File: config.mk
export PLATFORM = sky130hd
export DESIGN_NAME = tvi_ctrl
export DESIGN_NICKNAME = d
export VERILOG_FILES = /design/src/hw/rtl/tvi_pkg.sv /design/src/hw/rtl/tvi_ctrl.sv
export SDC_FILE = /design/constraint.sdc
export NUM_CORES = 1
export LEC_CHECK = 0
export BUFFER_PORTS_ARGS = -buffer_cell sky130_fd_sc_hd__buf_2
export CORE_AREA = 2 2 44 46
export DETAILED_ROUTE_END_ITERATION = 10
export DIE_AREA = 0 0 46 48
export PLACE_DENSITY = 0.73
export SLEW_MARGIN = 10
export SYNTH_ARGS = -nofsm -noshare
export SYNTH_HDL_FRONTEND = slang
export SYNTH_SLANG_ARGS = --single-unit
File: constraint.sdc
create_clock -name clock -period 1.7 [get_ports clock]
set_input_delay 0.34 -clock clock [delete_from_list [all_inputs] [get_ports clock]]
set_output_delay 0.34 -clock clock [all_outputs]
set_load 0.01 [all_outputs]
File: src/hw/rtl/tvi_pkg.sv
`default_nettype none
package tvi_pkg;

   localparam int TimeWidth = 48;
   localparam int VelWidth  = 32;
   localparam int MagWidth  = 33;
   localparam int ProdWidth = MagWidth + TimeWidth;

   localparam logic [1:0] MODE_CLEAR  = 2'd0;
   localparam logic [1:0] MODE_APPEND = 2'd1;
   localparam logic [1:0] MODE_QUERY  = 2'd2;

   localparam logic [1:0] STATUS_OK       = 2'd0;
   localparam logic [1:0] STATUS_FEW      = 2'd1;
   localparam logic [1:0] STATUS_BEFORE   = 2'd2;
   localparam logic [1:0] STATUS_PAST_END = 2'd3;

   typedef struct packed {
      logic [1:0]                  mode;
      logic [TimeWidth-1:0]        sample_time;
      logic signed [VelWidth-1:0]  vel_x;
      logic signed [VelWidth-1:0]  vel_y;
      logic signed [VelWidth-1:0]  turn_rate;
   } req_type;

   typedef struct packed {
      logic signed [VelWidth-1:0]  out_vel_x;
      logic signed [VelWidth-1:0]  out_vel_y;
      logic signed [VelWidth-1:0]  out_turn_rate;
      logic [1:0]                  status;
   } rsp_type;

   // Controller to datapath.
   typedef struct packed {
      logic       load_req;
      logic       clear;
      logic       append;
      logic       rd_first;
      logic       rd_last;
      logic       rd_scan;
      logic       rd_seg0;
      logic       rd_seg1;
      logic       cap_first;
      logic       cap_last;
      logic       cap_scan;
      logic       cap_seg0;
      logic       cap_seg1;
      logic       scan_restart;
      logic       mul_start;
      logic       mul_step;
      logic       div_start;
      logic       div_step;
      logic       lane_store;
      logic [1:0] lane;
      logic       set_status;
      logic [1:0] status;
   } cmd_type;

   // Datapath to controller.
   typedef struct packed {
      logic mode_append;
      logic mode_query;
      logic mode_clear;
      logic can_append;
      logic under_two;
      logic before_first;
      logic past_last;
      logic scan_le;
      logic scan_done;
      logic mul_done;
      logic div_done;
   } sts_type;

endpackage
`default_nettype wire

File: src/hw/rtl/tvi_ctrl.sv
`default_nettype none
module tvi_ctrl (
   input  wire logic             clock,
   input  wire logic             reset,
   input  wire logic             req_valid,
   output logic                  req_ready,
   output logic                  rsp_valid,
   input  wire logic             rsp_ready,
   input  wire tvi_pkg::sts_type sts,
   output tvi_pkg::cmd_type      cmd
);
   import tvi_pkg::*;

   localparam logic [3:0] S_IDLE   = 4'd0;
   localparam logic [3:0] S_DECODE = 4'd1;
   localparam logic [3:0] S_RDLAST = 4'd2;
   localparam logic [3:0] S_CHECK  = 4'd3;
   localparam logic [3:0] S_SCANRD = 4'd4;
   localparam logic [3:0] S_SCAN   = 4'd5;
   localparam logic [3:0] S_SEG0   = 4'd6;
   localparam logic [3:0] S_SEG1   = 4'd7;
   localparam logic [3:0] S_MUL    = 4'd8;
   localparam logic [3:0] S_DIV    = 4'd9;
   localparam logic [3:0] S_RESP   = 4'd10;
   localparam logic [3:0] S_LANE   = 4'd11;

   logic [3:0] state_ff, state_in;
   logic [1:0] lane_ff, lane_in;

   always_ff @(posedge clock) begin
      if (reset) begin
         state_ff <= S_IDLE;
         lane_ff  <= 2'd0;
      end else begin
         state_ff <= state_in;
         lane_ff  <= lane_in;
      end
   end

   assign req_ready = (state_ff == S_IDLE);
   assign rsp_valid = (state_ff == S_RESP);

   always_comb begin
      state_in = state_ff;
      lane_in  = lane_ff;
      cmd      = '0;
      cmd.lane = lane_ff;
      unique case (state_ff)
         S_IDLE: begin
            if (req_valid) begin
               cmd.load_req = 1'b1;
               cmd.rd_last  = 1'b1;
               state_in     = S_DECODE;
            end
         end
         S_DECODE: begin
            // Last point time is on the read port now.
            cmd.cap_last = 1'b1;
            cmd.rd_first = 1'b1;
            if (sts.mode_clear) begin
               cmd.clear = 1'b1;
               state_in  = S_IDLE;
            end else if (sts.mode_append) begin
               state_in = S_RDLAST;
            end else if (sts.mode_query) begin
               state_in = S_CHECK;
            end else begin
               state_in = S_IDLE;
            end
         end
         S_RDLAST: begin
            cmd.append = sts.can_append;
            state_in   = S_IDLE;
         end
         S_CHECK: begin
            cmd.cap_first = 1'b1;
            state_in      = S_SCANRD;
         end
         S_SCANRD: begin
            cmd.set_status = 1'b1;
            if (sts.under_two) begin
               cmd.status = STATUS_FEW;
               state_in   = S_RESP;
            end else if (sts.before_first) begin
               cmd.status = STATUS_BEFORE;
               state_in   = S_RESP;
            end else if (sts.past_last) begin
               cmd.status = STATUS_PAST_END;
               state_in   = S_RESP;
            end else begin
               cmd.status       = STATUS_OK;
               cmd.scan_restart = 1'b1;
               cmd.rd_scan      = 1'b1;
               state_in         = S_SCAN;
            end
         end
         S_SCAN: begin
            // Point index+1 is on the read port; advance while it is still <= time.
            cmd.cap_scan = 1'b1;
            if (sts.scan_le && !sts.scan_done) begin
               cmd.rd_scan = 1'b1;
            end else begin
               cmd.rd_seg0 = 1'b1;
               state_in    = S_SEG0;
            end
         end
         S_SEG0: begin
            cmd.cap_seg0 = 1'b1;
            cmd.rd_seg1  = 1'b1;
            state_in     = S_SEG1;
         end
         S_SEG1: begin
            cmd.cap_seg1 = 1'b1;
            lane_in      = 2'd0;
            state_in     = S_LANE;
         end
         S_LANE: begin
            cmd.mul_start = 1'b1;
            state_in      = S_MUL;
         end
         S_MUL: begin
            cmd.mul_step = 1'b1;
            if (sts.mul_done) begin
               cmd.div_start = 1'b1;
               state_in      = S_DIV;
            end
         end
         S_DIV: begin
            cmd.div_step = 1'b1;
            if (sts.div_done) begin
               cmd.lane_store = 1'b1;
               if (lane_ff == 2'd2) begin
                  state_in = S_RESP;
               end else begin
                  lane_in  = lane_ff + 2'd1;
                  state_in = S_LANE;
               end
            end
         end
         S_RESP: begin
            if (rsp_ready) begin
               state_in = S_IDLE;
            end
         end
         default: state_in = S_IDLE;
      endcase
   end
endmodule
`default_nettype wire

==> impl.org, run 1 <==
** Floorplanning
- For this design the top-level I/O count stands at 41.
- For this configuration, the core starts out at a cell density of 38.7%.
- Y dimension of the die :: 48 um
- Horizontal die dimension :: 46 um
- Core outline area :: 0.00169 mm2
- Number of rows created at floorplan :: 15
- The die covers 0.00221 mm2.

** Pwr
- In this run the power density over the cells is 472 mW/mm2.
- Highest ir drop seen on vdd :: 0.266 mV
- Pleak :: 0.510 nW

** Worst setup path
- Setup crit end kind :: output port
- The critical path goes through or4b_4, nor2b_4, a21o_1, buf_2.
- On the critical path, the stage with the largest delay is an instance of or4b_4.
- For this run, the slowest stage of the critical path takes 0.58 ns.
- Crit Path Class :: flop to output port
- WP data required :: 1.36 ns
- Arrival time worst endpoint :: 1.49 ns
- Worst path top cell family by delay :: simple AND/OR/NAND/NOR gates
- Startpoint types :: flop
- Of all nets on the critical path, the largest fanout is 5.
- The number of buffers and inverters on the critical path is 1.

** Clock tree
- CTS tree :: built
- In this run the clock root is driven by a clkbuf_4.
- Longest Clk Path Bufs :: 2
- H-tree lvl count :: 1
- Counting every sink on the clock net gives 6.
- In this run, post-CTS hold repair placed 0 buffers.
- Post-CTS clock slew at the launch and capture registers of the worst setup and hold paths :: 0.04 ns
- Counting the buffers created by CTS gives 3.
- For the worst-skew pair, the clock arrives at the later sink with an insertion delay of 0.25 ns.

** Logic synthesis
- Cell type contributing the most total cell area after synthesis :: dfxtp_1
- FF+latch count, synth :: 6
- Dominant combinational cell family by area after synthesis :: simple AND/OR/NAND/NOR gates
- Synthesized-area fraction occupied by ao, oa, aoi and oai cells :: 20.3%
- Summing every instance area after synthesis gives 654 um2.
- Synthesis instantiated 38 different standard cells from the library.
- Yosys warnings :: 0
- Fraction of the yosys area taken by sequential cells :: 18.4%
- Synthesized netlist net count :: 105
- Syn_area_per_cell :: 7.35 um2
- Multiplexer cells account for 4.97% of the synthesized area.
- By area the synthesized netlist is led by dfxtp_1, nor2_1, inv_1.
- Share of Yosys cell area claimed by the top area cell type :: 18.4%
- Cell count after synthesis :: 89
- The synthesized netlist devotes 41.7% of its cell area to simple gates.
- After Yosys synthesis, full adders, half adders and majority gates account for 1.91% of the synthesized area.
- Post-synthesis xor/xnor area fraction :: 0%
- After synthesis, the share of flip-flops with an asynchronous set or reset is 0%.
- Number of enable flip-flop cells after synthesis :: 0
- In the synthesized netlist the dominant register cell turns out to be dfxtp_1.

** Final layout
- Commonest non-fill, non-tap cell in the layout :: buf_2
- The layout has 151 filler cells.
- Register area :: 125 um2
- Most frequent cells in the layout :: buf_2, nor2_1, nand2_1
- Share of post-route cells with drive strength above 1 :: 48.1%
- Final nets :: 149
- Total area of multi-input combinational cells :: 494 um2
- Final design instance area without fill :: 967 um2
- 0 antenna diodes ended up in the layout.
- The area growth from synthesis to layout is 47.8%.

** STA
- Fin Setup TNS :: -0.347 ns
- Worst-case headroom to the max-slew limit :: 73.6%
- Period utilization :: 108%
- # setup viols final :: 4
- Pin slew with the least headroom to its limit :: 0.391 ns
- Maximum clock skew at final layout :: 0.00200 ns
- The number of max-slew violations in the final report was 0.
- The number of failing hold endpoints at the final stage came to 0.
- The tightest hold path in the finished design has a slack of 0.343 ns.
- Crit path time final :: 1.83 ns
- Min setup slack post-route :: -0.128 ns
- Setup repair after global routing missed its margin :: yes
- Highest Clock Rate :: 547 MHz

** Placed design
- Routability-driven placement finished with a final weighted congestion of 0.815.
- HPWL reported at the end of detailed placement :: 1460 um
- Summing all placed instances gives a cell area of 881 um2.
- Port buffer count :: 40

** Global routing
- For this run, the total global-route usage over all layers was measured as 18.6%.
- The via count of the first global-routing pass was 741.
- Antenna violations before repair :: 0
- The total overflow left after global routing is 0.
- The first global-routing pass estimated 2900 um of wire.
- Entering global routing, the biggest net connects 19 pins.

** Route
- Number of remaining DRC errors :: 0
- TritonRoute pass-1 iters :: 7
- Per-cell via count in the routed design :: 5.80
- For this block, the initial DRC count from the detailed router was 17.
- Total via count after detailed routing :: 858
- Final routed wire length divided by cell count :: 13.3 um
- The final layout contains routed wiring with a total length of 1970 um.
- Once detail routing completed, the nets flagged for antenna violations numbered 0.

** Flow run
- # Max-Cap Violations :: 0

** Outcome
- Violations in the final reports :: setup timing
- Status :: finished with violations

** Worst hold path
- The worst hold path belongs to the class input port to flop.
==> synth_stat cells, drive strengths merged, types with 2 or more instances <==
| library cell | count |
|---|---|
| a21oi | 4 |
| mux2 | 2 |
| nand3 | 2 |
| nor4b | 3 |
| inv | 7 |
| nor3 | 4 |
| nor4 | 2 |
| nor2b | 4 |
| o21ai | 5 |
| buf | 8 |
| and4bb | 2 |
| nand2 | 7 |
| and2 | 4 |
| nor2 | 10 |
| and3 | 2 |
| dfxtp | 6 |
==> final cells by class <==
class,count,area share (%)
multi-input combinational,67,51.1
timing repair buffer,48,28.7
sequential,6,12.9
inverter,7,2.72
clock buffer,3,2.33
tap,17,2.20
==> worst paths after layout <==
check / start / endpoint / slack, ns / depth (start not counted)
max: state_ff[0] / cmd[18] / -0.13 / 4
min reg2reg: lane_ff[1] / lane_ff[1] / 0.56 / 3
max reg2reg: state_ff[0] / state_ff[0] / 0.16 / 5
min: reset / state_ff[0] / 0.34 / 2
==> report_power, final <==
| group | internal [W] | switching (W) | total, W |
|---|---|---|---|
| combinational | 0.0000735 | 0.0000950 | 0.000169 |
| sequential | 0.000148 | 0.00000363 | 0.000151 |
| clock | 0.0000802 | 0.0000569 | 0.000137 |
| total | 0.000301 | 0.000155 | 0.000457 |
==> metrics by stage <==
step	power (W)	setup WS (ns)	std cells	utilization, %
after global routing	0.000484	-0.166	148	57.3
after CTS	0.000451	-0.118	146	55.5
after floorplan	0.000252	-0.00875	89	-
final	0.000457	-0.128	148	57.3
after detailed placement	0.000308	0.139	142	52.1
after global placement	0.000305	0.156	142	52.1
==> per-layer routing <==
layer  GRT usage (%)  part of all wire (%)  routed length (um)  vias to the layer above
li1                -                     -                   -                      406
met1            19.5                    40                 783                      402
met2            31.9                    51                1000                       46
met3            5.28                   8.1                 160                        4
met4            13.7                   1.3                  25                        0
met5               0                     0                   0                        -
==> kinds of logic after synthesis <==
logic type / count (synthesis)
buffers and inverters: 16
flip-flops: 6
adder cells (fa/ha/maj): 1
multiplexers: 3
AND/OR/NAND/NOR: 44
AO/OA/AOI/OAI: 19
==> registers in the layout, summed over array words and instances (netlist names) <==
signal	cells
state_ff	4
lane_ff	2
==> what timing repair did <==
| action | CTS | global route |
|---|---|---|
| cloned | 0 | 1 |
| gates resized for setup | 7 | 5 |
| setup endpoints to repair | 10 | 13 |
| pin swaps | 2 | 5 |
| buffers inserted | 1 | 1 |
Note: power is estimated with default switching activity, not from simulation.
==> inputs of run 2 (changes only) <==
--- a/config.mk
+++ b/config.mk
@@ -9,6 +9,7 @@
 export CORE_AREA = 2 2 44 46
 export DETAILED_ROUTE_END_ITERATION = 10
 export DIE_AREA = 0 0 46 48
+export MAX_ROUTING_LAYER = met4
 export PLACE_DENSITY = 0.73
 export SLEW_MARGIN = 10
 export SYNTH_ARGS = -nofsm -noshare
==> run 2 against run 1 <==
Compared with the run above:
- the run still ends with setup timing left
- sequential power about the same
- flip-flop and latch count unchanged
- routed wire length is 0.15% higher
- clock power about the same
==> impl.org, run 2 (synthesis gave the netlist of run 1 again) <==
** Placed design
- The sum of net half-perimeters after detailed placement came to 1460 um (unchanged).
- Placer congestion estimate :: 0.827 (was 0.815)
- Port buffer count :: 40 (unchanged)
- The instance count after placement with tap cells included is 142 (unchanged).

** Outcome
- Status: finished with violations (unchanged).
- Violations in the final reports :: setup timing (unchanged)

** Clock tree
- Clk sinks :: 6 (unchanged)
- CTS tree :: built (unchanged)
- The clock latency on the worst-skew pair is 0.25 ns (about the same).
- The number of levels the H-tree was split into is 1 (unchanged).
- The TritonCTS buffer count came to 3 (unchanged).
- The maximum buffer depth of the clock tree was 2 (unchanged).
- Cell at the root of the clock tree :: clkbuf_4 (unchanged)
- Post-CTS clock slew at the launch and capture registers of the worst setup and hold paths :: 0.04 ns (about the same)
- The number of hold buffers added after cts was 0 (unchanged).

** Route
- Final routed wire length divided by cell count :: 13.3 um (about the same)
- The violation count after the first detailed-route iteration is 21 (was 17).
- Number of remaining DRC errors :: 0 (unchanged)
- The routed wire length is 1970 um (about the same).
- The iteration count of the initial detailed-routing pass is 4 (was 7).
- The via count is 856 (was 858).
- The number of nets with antenna violations after routing came to 0 (unchanged).
- The vias per cell is 5.78 (was 5.80).

** Final layout
- Layout overhead on the synthesized area :: 47.8% (unchanged)
- The final cell utilization of the core is 57.3% (unchanged).
- Commonest non-fill, non-tap cell in the layout :: buf_2 (unchanged)
- Diodes inserted :: 0 (unchanged)
- The count of nets after finishing is 149 (unchanged).
- The top register by number of flip-flops is state_ff (unchanged).
- The number of standard cells in the final layout excluding fillers is 148 (unchanged).
- Registers with the most flip-flops: state_ff (4), lane_ff (2) (unchanged).
- Number of flip-flops in the largest register :: 4 (unchanged)
- Most frequent cells in the layout: buf_2, nor2_1, nand2_1 (unchanged).
- The share of post-route cells with drive strength above 1 was 48.1% (unchanged).

** Worst setup path
- The worst-path cell with the longest stage delay was or4b_4 (unchanged).
- Chain of cells forming the critical path :: or4b_4, nor2b_4, a21o_1, buf_2 (unchanged)
- Worst Path Max Fanout :: 5 (unchanged)
- Worst-case register-to-register setup slack :: 0.13 ns (was 0.16 ns)
- Setup crit end kind :: output port (unchanged)
- WP data required :: 1.36 ns (about the same)
- The worst reg2reg path depth is 5 (unchanged).
- The worst endpoint data arrival time was 1.49 ns (about the same).
- The critical path's largest stage delay is 0.58 ns (about the same).
- Crit Path Class :: flop to output port (unchanged)
- The type of origin of the critical path is a flop (unchanged).

** Floorplanning
- Effective utilization at floorplan :: 38.7% (unchanged)
- The die extent in y was 48 um (unchanged).
- The x dimension of the die was 46 um (unchanged).
- Full die area :: 0.00221 mm2 (unchanged)
- The total core area came to 0.00169 mm2 (unchanged).
- The number of standard-cell rows in the floorplan was 15 (unchanged).
- The I/O pin total is 41 (unchanged).

** Worst hold path
- The classification of the worst-slack hold path is input port to flop (unchanged).
- The hold-critical path depth was 2 (unchanged).

** STA
- The worst-case clock skew came to 0.000177 ns (was 0.00200 ns).
- Pin slew with the least headroom to its limit :: 0.405 ns (was 0.391 ns)
- Min setup slack post-route :: -0.126 ns (was -0.128 ns)
- The final cycle utilization of the critical path is 107% (was 108%).
- Fin Setup TNS :: -0.325 ns (was -0.347 ns)
- The worst slew margin relative to its limit was 73.0% (was 73.6%).
- Max Transition Viols Final :: 0 (unchanged)
- Crit path time final :: 1.83 ns (about the same)
- Number of hold violations in the final report :: 0 (unchanged)
- Setup repair after global routing missed its margin :: yes (unchanged)
- Highest Clock Rate :: 548 MHz (was 547 MHz)
- # setup viols final :: 4 (unchanged)

** Global routing
- Met3 usage in global routing :: 5.28% (unchanged)
- The global-route layer with the greatest usage was met2 (unchanged).
- Global-route congestion overflow total :: 0 (unchanged)
- The met1 routing resource usage after global routing came to 19.5% (unchanged).
- Vias in the first global route :: 741 (unchanged)
- Antenna violations before repair :: 0 (unchanged)
- Met2 Resource Use GR :: 31.9% (unchanged)
- First-pass GRT wire length :: 2900 um (unchanged)
- Pin count of the biggest net entering global routing :: 19 (unchanged)
- All-Layer GR Usage :: 19.2% (was 18.6%)

** Pwr
- The maximum resistive drop on vdd is 0.257 mV (was 0.266 mV).
- The net switching fraction of the power came to 33.9% (was 34.0%).
- Pwr/cell area :: 471 mW/mm2 (was 472 mW/mm2)
- Net switching power figure :: 0.000154 W (was 0.000155 W)
- Pleak :: 0.510 nW (unchanged)
- The combinational group share of total power is 37.2% (was 36.9%).
- The proportion of power drawn by the clock network is 29.5% (was 30.0%).
- The total internal power came to 0.000301 W (about the same).
- The sequential cell fraction of total power was 33.2% (was 33.1%).

** Flow run
- The number of violations of the max-capacitance limit came to 0 (unchanged).
[run 2: critical path: cells and delay by family (launching register included)]
| kind | cells | cell delay, ns |
|---|---|---|
| DFF | 1 | 0.31 |
| and+or+nand+nor | 2 | 0.72 |
| buffers and inverters | 1 | 0.12 |
| AOI/OAI and AO/OA | 1 | 0.09 |
[run 2: timing repair]
action                     CTS  global route
pin swaps                    2             5
setup endpoints to repair   10            13
resized for setup            7             5
gates cloned                 0             1
buffers inserted             1             1
[run 2: power by group through the flow]
stage | logic, W | clock network [W] | registers [W]
2_1_floorplan | 0.0000993 | 0 | 0.000153
3_3_place_gp | 0.000153 | 0 | 0.000152
3_5_place_dp | 0.000157 | 0 | 0.000152
4_1_cts | 0.000165 | 0.000136 | 0.000150
5_1_grt | 0.000184 | 0.000148 | 0.000152
6_report | 0.000170 | 0.000135 | 0.000151
[run 2: stage by stage]
step                hold WS [ns]  setup WS (ns)  instance area, um2  total power, W
floorplan                  0.412       -0.00875                 667        0.000252
global placement           0.549          0.156                 881        0.000305
detailed placement         0.557          0.139                 881        0.000308
CTS                        0.348         -0.118                 937        0.000451
global route               0.355         -0.166                 967        0.000484
finish                     0.353         -0.126                 967        0.000456
[run 2: worst paths after layout]
kind / from / to
setup / recovery: state_ff[0] / cmd[18]
hold / removal: reset / lane_ff[1]
setup reg to reg: state_ff[0] / state_ff[0]
hold reg to reg: lane_ff[1] / lane_ff[1]
[run 2: metal layers]
metal | wire (um) | vias to the layer above | share of wire (%)
met4 | 23 | 0 | 1.2
met5 | 0 | - | 0
met3 | 169 | 4 | 8.6
met2 | 983 | 44 | 50
li1 | - | 408 | -
met1 | 797 | 400 | 40
[run 2: area by class of cell]
cell class | instances | area [um2]
clock buffers | 3 | 22.5
fillers | 151 | 722
inverters | 7 | 26.3
multi-input cells | 67 | 494
flip-flops and latches | 6 | 125
well taps | 17 | 21.3
repair buffers | 48 | 278
